## src/sv/hpi_pkg.sv

```systemverilog
// Package for the hall position interpolator: codes, angle constants,
// control structs, the sector transition table and the midpoint table. No dependencies.
package hpi_pkg;

   localparam int ANGLE_W = 16;
   localparam int FRAC_W  = 16;
   localparam int STATE_W = 3;
   localparam int DIR_W   = 2;
   localparam int GAIN_W  = 16;
   localparam int POLES_W = 7;
   localparam int MODE_W  = 2;
   localparam int CHAN_W  = 2;
   localparam int SPEED_W = 16;
   localparam int CSR_IDX_W  = 1;
   localparam int CSR_DATA_W = 16;
   localparam int MAG_W   = 15;
   localparam int PROD_W  = 32;

   localparam logic [MODE_W-1:0] MODE_TICK    = 2'd0;
   localparam logic [MODE_W-1:0] MODE_CAPTURE = 2'd1;
   localparam logic [MODE_W-1:0] MODE_RESYNC  = 2'd2;

   localparam logic [CSR_IDX_W-1:0] CSR_POSITION_GAIN = 1'd0;
   localparam logic [CSR_IDX_W-1:0] CSR_ROTOR_POLES   = 1'd1;

   localparam logic [POLES_W-1:0] POLES_RESET = 7'd4;

   localparam logic [DIR_W-1:0] DIR_NONE = 2'b00;
   localparam logic [DIR_W-1:0] DIR_FWD  = 2'b01;
   localparam logic [DIR_W-1:0] DIR_REV  = 2'b11;

   // Angles with pi = 32768.
   localparam logic [ANGLE_W-1:0] ANG_ZERO     = 16'd0;
   localparam logic [ANGLE_W-1:0] ANG_PI       = 16'd32768;
   localparam logic [ANGLE_W-1:0] ANG_PI_BY_6  = 16'd5461;
   localparam logic [ANGLE_W-1:0] ANG_PI_BY_3  = 16'd10923;
   localparam logic [ANGLE_W-1:0] ANG_2PI_BY_3 = 16'd21845;
   localparam logic [ANGLE_W-1:0] ANG_4PI_BY_3 = 16'd43691;
   localparam logic [ANGLE_W-1:0] ANG_5PI_BY_3 = 16'd54613;

   typedef struct packed {
      logic load;      // latch the request fields
      logic mul_en;    // register a product
      logic mul_sel;   // 0: magnitude * gain, 1: integer step * pole count
      logic acc_en;    // add the remainder, split the sum
      logic step_en;   // move the angle by the scaled step
      logic event_en;  // apply a capture or resync
      logic push;      // copy the state into the result register
   } hpi_cmd_type;

   typedef struct packed {
      logic is_tick;
   } hpi_status_type;

   typedef struct packed {
      logic [STATE_W-1:0] next;  // zero marks an invalid transition
      logic [ANGLE_W-1:0] pos;
      logic [DIR_W-1:0]   dir;
   } hpi_hop_type;

   function automatic hpi_hop_type hop_lookup(input logic [STATE_W-1:0] st,
                                              input logic [CHAN_W-1:0]  ch);
      hpi_hop_type h;
      h = '{next: 3'd0, pos: ANG_ZERO, dir: DIR_NONE};
      case ({st, ch})
         5'b001_10: h = '{next: 3'd3, pos: ANG_2PI_BY_3, dir: DIR_REV};
         5'b001_11: h = '{next: 3'd5, pos: ANG_PI,       dir: DIR_FWD};
         5'b010_01: h = '{next: 3'd3, pos: ANG_PI_BY_3,  dir: DIR_FWD};
         5'b010_11: h = '{next: 3'd6, pos: ANG_ZERO,     dir: DIR_REV};
         5'b011_01: h = '{next: 3'd2, pos: ANG_PI_BY_3,  dir: DIR_REV};
         5'b011_10: h = '{next: 3'd1, pos: ANG_2PI_BY_3, dir: DIR_FWD};
         5'b100_01: h = '{next: 3'd5, pos: ANG_4PI_BY_3, dir: DIR_REV};
         5'b100_10: h = '{next: 3'd6, pos: ANG_5PI_BY_3, dir: DIR_FWD};
         5'b101_01: h = '{next: 3'd4, pos: ANG_4PI_BY_3, dir: DIR_FWD};
         5'b101_11: h = '{next: 3'd1, pos: ANG_PI,       dir: DIR_REV};
         5'b110_10: h = '{next: 3'd4, pos: ANG_5PI_BY_3, dir: DIR_REV};
         5'b110_11: h = '{next: 3'd2, pos: ANG_ZERO,     dir: DIR_FWD};
         default:   h = '{next: 3'd0, pos: ANG_ZERO,     dir: DIR_NONE};
      endcase
      return h;
   endfunction

   // Midpoint of each hall sector; the two illegal codes map to zero.
   function automatic logic [ANGLE_W-1:0] mid_guess(input logic [STATE_W-1:0] st);
      logic [ANGLE_W-1:0] a;
      a = ANG_ZERO;
      case (st)
         3'd1:    a = ANG_2PI_BY_3 + ANG_PI_BY_6;
         3'd2:    a = ANG_PI_BY_6;
         3'd3:    a = ANG_PI_BY_3 + ANG_PI_BY_6;
         3'd4:    a = ANG_4PI_BY_3 + ANG_PI_BY_6;
         3'd5:    a = ANG_PI + ANG_PI_BY_6;
         3'd6:    a = ANG_5PI_BY_3 + ANG_PI_BY_6;
         default: a = ANG_ZERO;
      endcase
      return a;
   endfunction

endpackage

```

## src/sv/hpi_ctrl.sv

```systemverilog
// Sequencing state machine of the hall position interpolator.
// Depends on hpi_pkg for the command and status structs.
module hpi_ctrl (
   input  logic                    clock,
   input  logic                    reset,
   input  logic                    req_valid,
   output logic                    req_stall,
   output logic                    rsp_valid,
   input  logic                    rsp_stall,
   input  hpi_pkg::hpi_status_type status,
   output hpi_pkg::hpi_cmd_type    cmd
);
   import hpi_pkg::*;

   localparam logic [2:0] S_IDLE = 3'd0;
   localparam logic [2:0] S_EXEC = 3'd1;
   localparam logic [2:0] S_ACC  = 3'd2;
   localparam logic [2:0] S_MUL2 = 3'd3;
   localparam logic [2:0] S_STEP = 3'd4;
   localparam logic [2:0] S_PUSH = 3'd5;

   logic [2:0] state_ff, state_in;
   logic       rsp_valid_ff, rsp_valid_in;
   logic       can_push;

   assign can_push  = !rsp_valid_ff || !rsp_stall;
   assign req_stall = (state_ff != S_IDLE);
   assign rsp_valid = rsp_valid_ff;

   always_comb begin
      state_in = state_ff;
      cmd      = '0;
      case (state_ff)
         S_IDLE: begin
            if (req_valid) begin
               cmd.load = 1'b1;
               state_in = S_EXEC;
            end
         end
         S_EXEC: begin
            if (status.is_tick) begin
               cmd.mul_en = 1'b1;
               state_in   = S_ACC;
            end else begin
               cmd.event_en = 1'b1;
               state_in     = S_PUSH;
            end
         end
         S_ACC: begin
            cmd.acc_en = 1'b1;
            state_in   = S_MUL2;
         end
         S_MUL2: begin
            cmd.mul_en  = 1'b1;
            cmd.mul_sel = 1'b1;
            state_in    = S_STEP;
         end
         S_STEP: begin
            cmd.step_en = 1'b1;
            state_in    = S_PUSH;
         end
         S_PUSH: begin
            if (can_push) begin
               cmd.push = 1'b1;
               state_in = S_IDLE;
            end
         end
         default: state_in = S_IDLE;
      endcase
   end

   always_comb begin
      rsp_valid_in = rsp_valid_ff;
      if (cmd.push) begin
         rsp_valid_in = 1'b1;
      end else if (!rsp_stall) begin
         rsp_valid_in = 1'b0;
      end
   end

   always_ff @(posedge clock) begin
      if (reset) begin
         state_ff     <= S_IDLE;
         rsp_valid_ff <= 1'b0;
      end else begin
         state_ff     <= state_in;
         rsp_valid_ff <= rsp_valid_in;
      end
   end

endmodule

```

## src/sv/hpi_dp.sv

```systemverilog
// Datapath of the hall position interpolator: request latch, shared multiplier,
// angle state, configuration registers and result register. Depends on hpi_pkg.
module hpi_dp (
   input  logic                              clock,
   input  logic                              reset,
   input  hpi_pkg::hpi_cmd_type              cmd,
   output hpi_pkg::hpi_status_type           status,
   input  logic [hpi_pkg::MODE_W-1:0]        req_mode,
   input  logic signed [hpi_pkg::SPEED_W-1:0] req_speed_est,
   input  logic [hpi_pkg::CHAN_W-1:0]        req_capture_channel,
   input  logic [hpi_pkg::STATE_W-1:0]       req_hall_levels,
   input  logic                              csr_wr_en,
   input  logic [hpi_pkg::CSR_IDX_W-1:0]     csr_index,
   input  logic [hpi_pkg::CSR_DATA_W-1:0]    csr_wr_data,
   output logic [hpi_pkg::ANGLE_W-1:0]       rsp_angle,
   output logic signed [hpi_pkg::DIR_W-1:0]  rsp_direction,
   output logic [hpi_pkg::STATE_W-1:0]       rsp_sensor_state,
   output logic                              rsp_transition_valid
);
   import hpi_pkg::*;

   logic [MODE_W-1:0]  mode_ff;
   logic [SPEED_W-1:0] speed_ff;
   logic [CHAN_W-1:0]  chan_ff;
   logic [STATE_W-1:0] hall_ff;

   logic [GAIN_W-1:0]  gain_ff;
   logic [POLES_W-1:0] poles_ff;

   logic [ANGLE_W-1:0] angle_ff, angle_in;
   logic [FRAC_W-1:0]  frac_ff;
   logic [STATE_W-1:0] state_ff, state_in;
   logic [DIR_W-1:0]   dir_ff, dir_in;
   logic               hit_ff, hit_in;

   logic [PROD_W-1:0]  prod_ff;
   logic [FRAC_W-1:0]  whole_ff;

   logic               sign;
   logic               positive;
   logic [SPEED_W-1:0] negated;
   logic [MAG_W-1:0]   mag;
   logic [15:0]        mul_a, mul_b;
   logic [PROD_W-1:0]  sum;
   hpi_hop_type        hop;

   assign status.is_tick = (mode_ff == MODE_TICK);

   // Magnitude of the speed; the most negative value saturates.
   assign sign     = speed_ff[SPEED_W-1];
   assign positive = !sign && (speed_ff != '0);
   assign negated  = SPEED_W'(~speed_ff + 1'b1);
   always_comb begin
      if (speed_ff == {1'b1, {(SPEED_W-1){1'b0}}}) begin
         mag = {MAG_W{1'b1}};
      end else if (sign) begin
         mag = negated[MAG_W-1:0];
      end else begin
         mag = speed_ff[MAG_W-1:0];
      end
   end

   assign mul_a = cmd.mul_sel ? whole_ff : {1'b0, mag};
   assign mul_b = cmd.mul_sel ? {{(16-POLES_W){1'b0}}, poles_ff} : gain_ff;
   assign sum   = prod_ff + {{(PROD_W-FRAC_W){1'b0}}, frac_ff};
   assign hop   = hop_lookup(state_ff, chan_ff);

   always_comb begin
      angle_in = angle_ff;
      state_in = state_ff;
      dir_in   = dir_ff;
      hit_in   = hit_ff;
      if (cmd.load) begin
         hit_in = 1'b0;
      end else if (cmd.step_en) begin
         angle_in = positive ? angle_ff + prod_ff[ANGLE_W-1:0]
                             : angle_ff - prod_ff[ANGLE_W-1:0];
      end else if (cmd.event_en) begin
         case (mode_ff)
            MODE_CAPTURE: begin
               if (hop.next != '0) begin
                  angle_in = hop.pos;
                  dir_in   = hop.dir;
                  state_in = hop.next;
                  hit_in   = 1'b1;
               end else begin
                  state_in = hall_ff;
               end
            end
            MODE_RESYNC: begin
               state_in = hall_ff;
               angle_in = mid_guess(hall_ff);
            end
            default: ;
         endcase
      end
   end

   always_ff @(posedge clock) begin
      if (reset) begin
         gain_ff  <= '0;
         poles_ff <= POLES_RESET;
         angle_ff <= '0;
         frac_ff  <= '0;
         state_ff <= '0;
         dir_ff   <= DIR_NONE;
         hit_ff   <= 1'b0;
      end else begin
         angle_ff <= angle_in;
         state_ff <= state_in;
         dir_ff   <= dir_in;
         hit_ff   <= hit_in;
         if (cmd.acc_en) begin
            frac_ff <= sum[FRAC_W-1:0];
         end
         if (csr_wr_en) begin
            case (csr_index)
               CSR_POSITION_GAIN: gain_ff  <= csr_wr_data[GAIN_W-1:0];
               CSR_ROTOR_POLES:   poles_ff <= csr_wr_data[POLES_W-1:0];
               default: ;
            endcase
         end
      end
   end

   always_ff @(posedge clock) begin
      if (cmd.load) begin
         mode_ff  <= req_mode;
         speed_ff <= req_speed_est;
         chan_ff  <= req_capture_channel;
         hall_ff  <= req_hall_levels;
      end
      if (cmd.mul_en) begin
         prod_ff <= mul_a * mul_b;
      end
      if (cmd.acc_en) begin
         whole_ff <= sum[PROD_W-1:FRAC_W];
      end
      if (cmd.push) begin
         rsp_angle            <= angle_ff;
         rsp_direction        <= dir_ff;
         rsp_sensor_state     <= state_ff;
         rsp_transition_valid <= hit_ff;
      end
   end

endmodule

```

## src/sv/hall_position_interpolator.sv

```systemverilog
// Top level of the hall position interpolator: controller and datapath.
// Depends on hpi_pkg, hpi_ctrl and hpi_dp.
//
//  Channel   Handshake          Payload
//  req       req_valid/stall    mode, speed_est, capture_channel, hall_levels
//  rsp       rsp_valid/stall    angle, direction, sensor_state, transition_valid
//  csr       csr_wr_en          csr_index, csr_wr_data (write only)
//
// A tick request reaches the result register after two passes through the one shared
// 16x16 multiplier (magnitude times gain, then whole step times pole count) with the
// remainder add between and the angle update last. Capture, resync and unused-mode
// requests pass the event step only; the next request is taken the cycle after the result
// is written at the earliest. Reset is synchronous, active high, sets a pole count of four
// and zeroes gain and angle state. A stalled result holds; one more request waits behind it.
module hall_position_interpolator (
   input  logic                               clock,
   input  logic                               reset,
   input  logic                               req_valid,
   output logic                               req_stall,
   input  logic [hpi_pkg::MODE_W-1:0]         req_mode,
   input  logic signed [hpi_pkg::SPEED_W-1:0] req_speed_est,
   input  logic [hpi_pkg::CHAN_W-1:0]         req_capture_channel,
   input  logic [hpi_pkg::STATE_W-1:0]        req_hall_levels,
   output logic                               rsp_valid,
   input  logic                               rsp_stall,
   output logic [hpi_pkg::ANGLE_W-1:0]        rsp_angle,
   output logic signed [hpi_pkg::DIR_W-1:0]   rsp_direction,
   output logic [hpi_pkg::STATE_W-1:0]        rsp_sensor_state,
   output logic                               rsp_transition_valid,
   input  logic                               csr_wr_en,
   input  logic [hpi_pkg::CSR_IDX_W-1:0]      csr_index,
   input  logic [hpi_pkg::CSR_DATA_W-1:0]     csr_wr_data
);
   import hpi_pkg::*;

   // Commands flow from the controller to the datapath; the datapath reports
   // only whether the latched request is a tick.
   hpi_cmd_type    cmd;
   hpi_status_type status;

   hpi_ctrl u_ctrl (
      .clock     (clock),
      .reset     (reset),
      .req_valid (req_valid),
      .req_stall (req_stall),
      .rsp_valid (rsp_valid),
      .rsp_stall (rsp_stall),
      .status    (status),
      .cmd       (cmd)
   );

   hpi_dp u_dp (
      .clock                (clock),
      .reset                (reset),
      .cmd                  (cmd),
      .status               (status),
      .req_mode             (req_mode),
      .req_speed_est        (req_speed_est),
      .req_capture_channel  (req_capture_channel),
      .req_hall_levels      (req_hall_levels),
      .csr_wr_en            (csr_wr_en),
      .csr_index            (csr_index),
      .csr_wr_data          (csr_wr_data),
      .rsp_angle            (rsp_angle),
      .rsp_direction        (rsp_direction),
      .rsp_sensor_state     (rsp_sensor_state),
      .rsp_transition_valid (rsp_transition_valid)
   );

endmodule

```

## config.mk

```make
export PLATFORM = sky130hd
export DESIGN_NAME = hall_position_interpolator
export DESIGN_NICKNAME = d
export VERILOG_FILES = /design/src/sv/hpi_pkg.sv /design/src/sv/hpi_ctrl.sv /design/src/sv/hpi_dp.sv /design/src/sv/hall_position_interpolator.sv
export SDC_FILE = /design/constraint.sdc
export NUM_CORES = 1
export LEC_CHECK = 0
export BUFFER_PORTS_ARGS = -buffer_cell sky130_fd_sc_hd__buf_2
export CAP_MARGIN = 5
export CORE_ASPECT_RATIO = 0.5
export CORE_MARGIN = 2
export CORE_UTILIZATION = 50
export DETAILED_ROUTE_END_ITERATION = 7
export HOLD_SLACK_MARGIN = 0.08
export PLACE_DENSITY = 0.69
export SETUP_SLACK_MARGIN = 0.2
export SYNTH_ARGS = -nofsm -noshare
export SYNTH_HDL_FRONTEND = slang
export SYNTH_SLANG_ARGS = --single-unit
```

## constraint.sdc

```tcl
create_clock -name clock -period 6.7 [get_ports clock]
set_input_delay 0.67 -clock clock [delete_from_list [all_inputs] [get_ports clock]]
set_output_delay 0.67 -clock clock [all_outputs]
set_load 0.005 [all_outputs]
```

==> results of run 1 <==
-- worst min path at each step --
| stage | startpoint | endpoint | slack (ns) | depth (start not counted) |
|---|---|---|---|---|
| 3_5_place_dp | u_dp.dir_ff[1]$_SDFFE_PP0P_ | u_dp.rsp_direction[1]$_DFFE_PP_ | 0.42 | 0 |
| 3_3_place_gp | u_dp.hit_ff$_SDFFE_PP0P_ | u_dp.rsp_transition_valid$_DFFE_PP_ | 0.41 | 0 |
| 4_1_cts | req_hall_levels[0] | u_dp.hall_ff[0]$_DFFE_PP_ | 0.37 | 1 |
| 6_report | req_hall_levels[0] | u_dp.hall_ff[0]$_DFFE_PP_ | 0.39 | 1 |
| 5_1_grt | req_hall_levels[1] | u_dp.hall_ff[1]$_DFFE_PP_ | 0.36 | 1 |
| 2_1_floorplan | u_dp.state_ff[1]$_SDFFE_PP0P_ | u_dp.rsp_sensor_state[1]$_DFFE_PP_ | 0.40 | 0 |
-- kinds of logic (layout without fill, tap and decap cells) --
logic type	Yosys count	in the layout	share of synthesized area
XOR/XNOR	88	88	0.0454
AND/OR/NAND/NOR	593	593	0.161
multiplexers	17	17	0.0104
AO/OA/AOI/OAI	353	353	0.137
flip-flops	158	158	0.241
other	2	9	0.000442
adder cells (fa/ha/maj)	340	340	0.337
buffers and inverters	293	532	0.0676
-- routing by layer --
layer / share of wire / up-vias
met2: 0.48 / 330
met5: 0 / -
li1: - / 6603
met1: 0.43 / 6853
met3: 0.065 / 41
met4: 0.018 / 0
-- critical path, delay by kind of cell, from the launching register on --
kind | cells | cell delay [ns]
AO/OA/AOI/OAI | 7 | 1.65
XOR/XNOR | 2 | 0.44
adder cells (fa/ha/maj) | 7 | 3.27
buffers and inverters | 5 | 0.32
flip-flops | 1 | 0.45
AND/OR/NAND/NOR | 5 | 0.77
-- per-stage QoR --
stage / TNS, ns / setup WS, ns
floorplan: -0.617 / -0.144
global placement: -3.98 / -0.363
detailed placement: -6.47 / -0.584
CTS: -3.16 / -0.332
global route: -8.92 / -0.709
finish: -4.97 / -0.457
-- where the power goes --
| group | switching, mW | internal, mW |
|---|---|---|
| clock | 0.440 | 0.588 |
| combinational | 1.20 | 1.02 |
| sequential | 0.0723 | 1.15 |
-- Yosys cell counts, types with 24 or more instances --
library cell,n,area share
nand2_1,258,0.057
inv_1,227,0.050
fa_1,196,0.23
nor2_1,153,0.034
ha_1,144,0.11
a21oi_1,122,0.036
edfxtp_1,93,0.16
dfxtp_1,65,0.077
o21ai_0,48,0.014
xnor2_1,47,0.024
clkbuf_1,43,0.0095
xor2_1,41,0.021
a21o_1,38,0.017
nand3_1,31,0.0091
and2_1,29,0.011
a211oi_1,24,0.011
-- placed cells by master, fill, tap and decap left out, types with 12 or more instances in the layout --
| cell type | count |
|---|---|
| a21oi_1 | 112 |
| fa_1 | 186 |
| ha_1 | 130 |
| nor3_1 | 14 |
| o21a_1 | 13 |
| nand2b_1 | 23 |
| a211oi_1 | 24 |
| nand2_1 | 248 |
| inv_1 | 217 |
| nand3_1 | 31 |
| xor2_1 | 38 |
| buf_6 | 18 |
| xnor2_1 | 44 |
| buf_2 | 68 |
| and3_1 | 13 |
| clkbuf_16 | 17 |
| o21ai_0 | 40 |
| buf_4 | 185 |
| nor2b_1 | 18 |
| dfxtp_1 | 65 |
| nor2_1 | 146 |
| edfxtp_1 | 93 |
| and2_1 | 27 |
| a21o_1 | 37 |
| mux2i_1 | 12 |
-- registers in the layout, indices dropped and copies added, names as in the netlist, 3 cells and up --
register and count:
u_dp.rsp_sensor_state 3, u_dp.speed_ff 16, u_dp.poles_ff 7, u_dp.frac_ff 16, u_dp.state_ff 3, u_dp.whole_ff 16
u_dp.angle_ff 16, u_ctrl.state_ff 3, u_dp.hall_ff 3, u_dp.rsp_angle 16, u_dp.prod_ff 32, u_dp.gain_ff 16
-- cell type report --
class                           count  share of cell area
Clock buffer                       20              0.0228
Multi-Input combinational cell   1400               0.605
Inverter                          227              0.0416
Sequential cell                   158               0.200
Timing Repair Buffer              273              0.0963
Clock inverter                     12             0.00739
Tap cell                          441              0.0269
-- repair_timing --
| item | CTS | global route |
|---|---|---|
| endpoints found under the hold margin | 0 | 0 |
| pin swaps | 36 | 57 |
| endpoints found under the setup margin | 19 | 20 |
| gates resized for setup | 59 | 68 |
| setup buffers | 20 | 17 |
==> flow_metrics.py, run 1 <==
metrics = {
    "routing": {
        "drt_first_iter_violations": 1000,
        "route.detailed.drc": 0,
        "ant_nets": 0,
        "viasPerCell": 5.46,
        "vias": 13800,
        "detail_route.wl_per_cell_um": 16.7,
        "totalWireLength_um": 42400,
        "drt_pass1_iterations": 7,
    },
    "placement": {
        "io_buffers": 68,
        "dpl.hpwl_um": 33900,
        "post-place-cells": 2462,
        "gp_congestion": 0.945,
        "placed_cell_area_um2": 19000,
    },
    "sta": {
        "max_freq_ghz": 0.140,
        "slew_viol_final": 0,
        "rsz0062_at_grt": "true",
        "setup_viol": 17,
        "period_share": 1.07,
        "skew_ns": 0.0121,
        "whs_ns": 0.387,
        "hold_violations": 0,
        "period_minus_slack_ns": 7.16,
        "worstMarginPinSlew_ns": 1.18,
        "setup_slack_ns": -0.457,
        "max-slew-margin-rel": 0.210,
    },
    "power_and_ir_drop": {
        "power.total_mw": 4.47,
        "pwr_density_cell_nw_per_um2": 218,
        "leakagePower_nw": 9.34,
        "ir_worst_vdd_mv": 0.201,
    },
    "yosys": {
        "async_flop_share": 0,
        "synth_cell_types": 88,
        "synth_warnings": 0,
        "synth_ff_type": "edfxtp_1",
        "synth-seq-cells": 158,
        "synth_area_per_cell_um2": 9.21,
        "syn_area_um2": 17000,
        "syn_inst": 1844,
        "synth_edf_count": 93,
        "ys_seq_area_frac": 0.241,
    },
    "critical_path": {
        "cp_slowest_cell": "fa_2",
        "cp-start-kind": "flip-flop",
        "max_stage_delay_ns": 0.56,
        "timing.rr.start": "u_dp.speed_ff[2]$_DFFE_PP_",
        "worstPathRequired_ns": 6.89,
        "cp.arrival_ns": 7.35,
        "r2r_end": "u_dp.prod_ff[29]$_DFFE_PP_",
        "cp-end-kind": "flip-flop",
        "reg2reg_depth": 26,
        "critPathMostFrequentCell": "inv_2",
        "cp_max_fo": 7,
        "timing.critical_path.from": "u_dp.speed_ff[2]$_DFFE_PP_",
        "r2r_slack_ns": -0.46,
        "crit_end": "u_dp.prod_ff[29]$_DFFE_PP_",
        "crit_type": "flip-flop to flip-flop",
    },
    "finish": {
        "area_delta_synth_final_pct": 20.6,
        "multi_input_area_um2": 12400,
        "stdcell_count": 2531,
        "fill_cells": 2719,
        "post-route-util": 0.616,
        "num-nets-final": 2462,
        "seqCellArea_um2": 4090,
        "n_antenna_cell": 0,
        "fin_area_um2": 20500,
        "drive_gt1_frac": 0.212,
    },
    "cts": {
        "h-tree-depth": 4,
        "cts.sinks": 158,
        "cts.hold.buffers_added": 0,
        "clk_pin_slew_ns": 0.07,
        "cts_buffer_depth": 2,
        "clock_latency_ns": 0.46,
        "cts_tree": "yes",
        "cts_made_buffers": 17,
        "clockRootBuffer": "clkbuf_16",
    },
    "hold_path": {
        "hold_class": "primary input to flip-flop",
    },
    "floorplan": {
        "ios": 69,
        "start_util": 0.511,
        "rows": 47,
        "die-height_um": 134,
        "core_um2": 33200,
        "fp.dieArea_um2": 35500,
        "die_x_um": 265,
    },
    "job": {
        "max-cap-violations": 0,
    },
    "global_routing": {
        "grt_util_met2": 0.405,
        "busiest_layer": "met2",
        "antenna_found_initial": 0,
        "use_met3": 0.0608,
        "grt_pass1_wl_um": 68000,
        "grt_overflow_total": 0,
        "grt_usage": 0.243,
        "grt_pass1_vias": 13300,
        "grt.met1_usage": 0.319,
        "grt_max_degree": 68,
    },
    "outcome": {
        "failed_checks": "negative setup slack",
        "outcome": "finished with violations",
    },
}
No activity file was read; power rests on OpenSTA's default activity.
==> run 2, diff against run 1 <==
--- a/config.mk
+++ b/config.mk
@@ -8,7 +8,6 @@
 export BUFFER_PORTS_ARGS = -buffer_cell sky130_fd_sc_hd__buf_2
 export CAP_MARGIN = 5
 export CORE_ASPECT_RATIO = 0.5
-export CORE_MARGIN = 2
 export CORE_UTILIZATION = 50
 export DETAILED_ROUTE_END_ITERATION = 7
 export HOLD_SLACK_MARGIN = 0.08
@@ -17,3 +16,4 @@
 export SYNTH_ARGS = -nofsm -noshare
 export SYNTH_HDL_FRONTEND = slang
 export SYNTH_SLANG_ARGS = --single-unit
+export TNS_END_PERCENT = 5
==> flow_metrics.py, run 2 (synthesis results as in run 1) <==
metrics = {
    "critical_path": {
        "cp-start-kind": "flip-flop",
        "cp_max_fo": 5,
        "worstPathRequired_ns": 6.90,
        "crit_type": "flip-flop to flip-flop",
        "cp-end-kind": "flip-flop",
        "cp.arrival_ns": 7.32,
    },
    "routing": {
        "detail_route.wl_per_cell_um": 16.5,
        "route.detailed.drc": 0,
        "drt_pass1_iterations": 7,
        "drt_first_iter_violations": 1075,
        "viasPerCell": 5.45,
        "ant_nets": 0,
        "totalWireLength_um": 41600,
        "vias": 13800,
    },
    "cts": {
        "cts.sinks": 158,
        "h-tree-depth": 4,
        "cts_buffer_depth": 2,
        "cts_tree": "yes",
        "clock_latency_ns": 0.46,
        "clockRootBuffer": "clkbuf_16",
        "cts_made_buffers": 17,
        "clk_pin_slew_ns": 0.07,
    },
    "placement": {
        "post-place-cells": 2466,
        "place_ws_ns": -0.459,
        "gp_congestion": 0.966,
        "dpl.hpwl_um": 33800,
        "io_buffers": 68,
        "placed_cell_area_um2": 19000,
    },
    "floorplan": {
        "die-height_um": 132,
        "rows": 47,
        "start_util": 0.511,
        "die_x_um": 263,
        "fp.dieArea_um2": 34800,
        "core_um2": 33200,
        "ios": 69,
    },
    "sta": {
        "fin_setup_tns_ns": -4.50,
        "worstMarginPinSlew_ns": 1.14,
        "skew_ns": 0.0129,
        "period_share": 1.06,
        "max-slew-margin-rel": 0.237,
        "rsz0062_at_grt": "true",
        "setup_slack_ns": -0.421,
        "slew_viol_final": 0,
        "hold_violations": 0,
        "max_freq_ghz": 0.140,
        "setup_viol": 18,
        "period_minus_slack_ns": 7.12,
    },
    "finish": {
        "area_delta_synth_final_pct": 18.6,
        "fin_area_um2": 20100,
        "drive_gt1_frac": 0.190,
        "num-nets-final": 2459,
        "n_antenna_cell": 0,
        "layout_commonest_cell": "nand2_1",
        "final_cell_mix": "nand2_1, inv_1, buf_4",
        "largest_reg_flops": 32,
        "stdcell_count": 2528,
        "regMostFlops": "u_dp.prod_ff",
    },
    "power_and_ir_drop": {
        "pwr_density_cell_nw_per_um2": 214,
        "leakagePower_nw": 9.27,
        "ir_worst_vdd_mv": 0.166,
    },
    "global_routing": {
        "grt_pass1_vias": 13500,
        "grt_overflow_total": 0,
        "grt_pass1_wl_um": 67800,
        "antenna_found_initial": 0,
        "grt_usage": 0.246,
        "grt_max_degree": 68,
    },
    "job": {
        "max-cap-violations": 0,
    },
    "outcome": {
        "outcome": "finished with violations",
        "failed_checks": "negative setup slack",
    },
    "hold_path": {
        "hold_class": "primary input to flip-flop",
    },
}
-- run 2: cell type report --
cell class	count	area, µm²
Timing Repair Buffer	270	1900
Multi-Input combinational cell	1400	12200
Clock inverter	14	144
Fill cell	2791	13100
Clock buffer	18	450
Inverter	227	852
Tap cell	441	552
Sequential cell	158	4090
-- run 2: power breakdown --
part | internal [mW] | switching [mW]
combinational | 0.952 | 1.15
clock | 0.515 | 0.465
sequential | 1.15 | 0.0720
-- run 2: repair_timing --
item                       4_1_cts  5_1_grt
resized for setup               49       18
hold buffers                     0        0
setup endpoints to repair       19       21
pin swaps                       44       23
gates cloned                     0        0
setup buffers                   26        4
-- run 2: metal layers --
layer  track usage  part of all wire  vias to the layer above
met5             0                 0                        -
met4        0.0765             0.024                        0
met3        0.0473             0.064                       61
met2         0.409              0.48                      410
met1         0.327              0.43                     6712
li1              -                 -                     6599
-- run 2: critical path: stages, from the launching register on --
cell and delay [ns]:
edfxtp_1 0.44, nor3_4 0.22, buf_4 0.14, buf_6 0.09
nand3b_4 0.12, buf_6 0.15, or3_1 0.31, o311a_1 0.32
o21a_2 0.24, nor2_4 0.12, nand2_1 0.09, fa_1 0.47
fa_1 0.49, inv_1 0.05, fa_1 0.46, fa_1 0.50
fa_1 0.49, inv_1 0.05, fa_1 0.47, inv_1 0.06
ha_4 0.21, buf_4 0.15, a221o_1 0.41, a31o_4 0.27
a221oi_4 0.26, nand2_1 0.10, xor2_1 0.15
-- run 2: path summary, 6_finish.rpt --
kind                          startpoint                         endpoint  slack, ns  cells after the start
min reg2reg  u_dp.dir_ff[0]$_SDFFE_PP0P_  u_dp.rsp_direction[0]$_DFFE_PP_       0.43                      0
min                          req_mode[1]        u_dp.mode_ff[1]$_DFFE_PP_       0.38                      1
max           u_dp.speed_ff[2]$_DFFE_PP_       u_dp.prod_ff[27]$_DFFE_PP_      -0.42                     26
max reg2reg   u_dp.speed_ff[2]$_DFFE_PP_       u_dp.prod_ff[27]$_DFFE_PP_      -0.42                     26
-- run 2: metrics by stage --
step / power [mW] / hold slack [ns] / util
after global routing: 4.61 / 0.354 / 0.606
after CTS: 4.30 / 0.356 / 0.604
final: 4.31 / 0.378 / 0.606
after detailed placement: 3.22 / 0.417 / 0.573
after floorplan: 2.55 / 0.403 / -
after global placement: 3.16 / 0.414 / 0.573
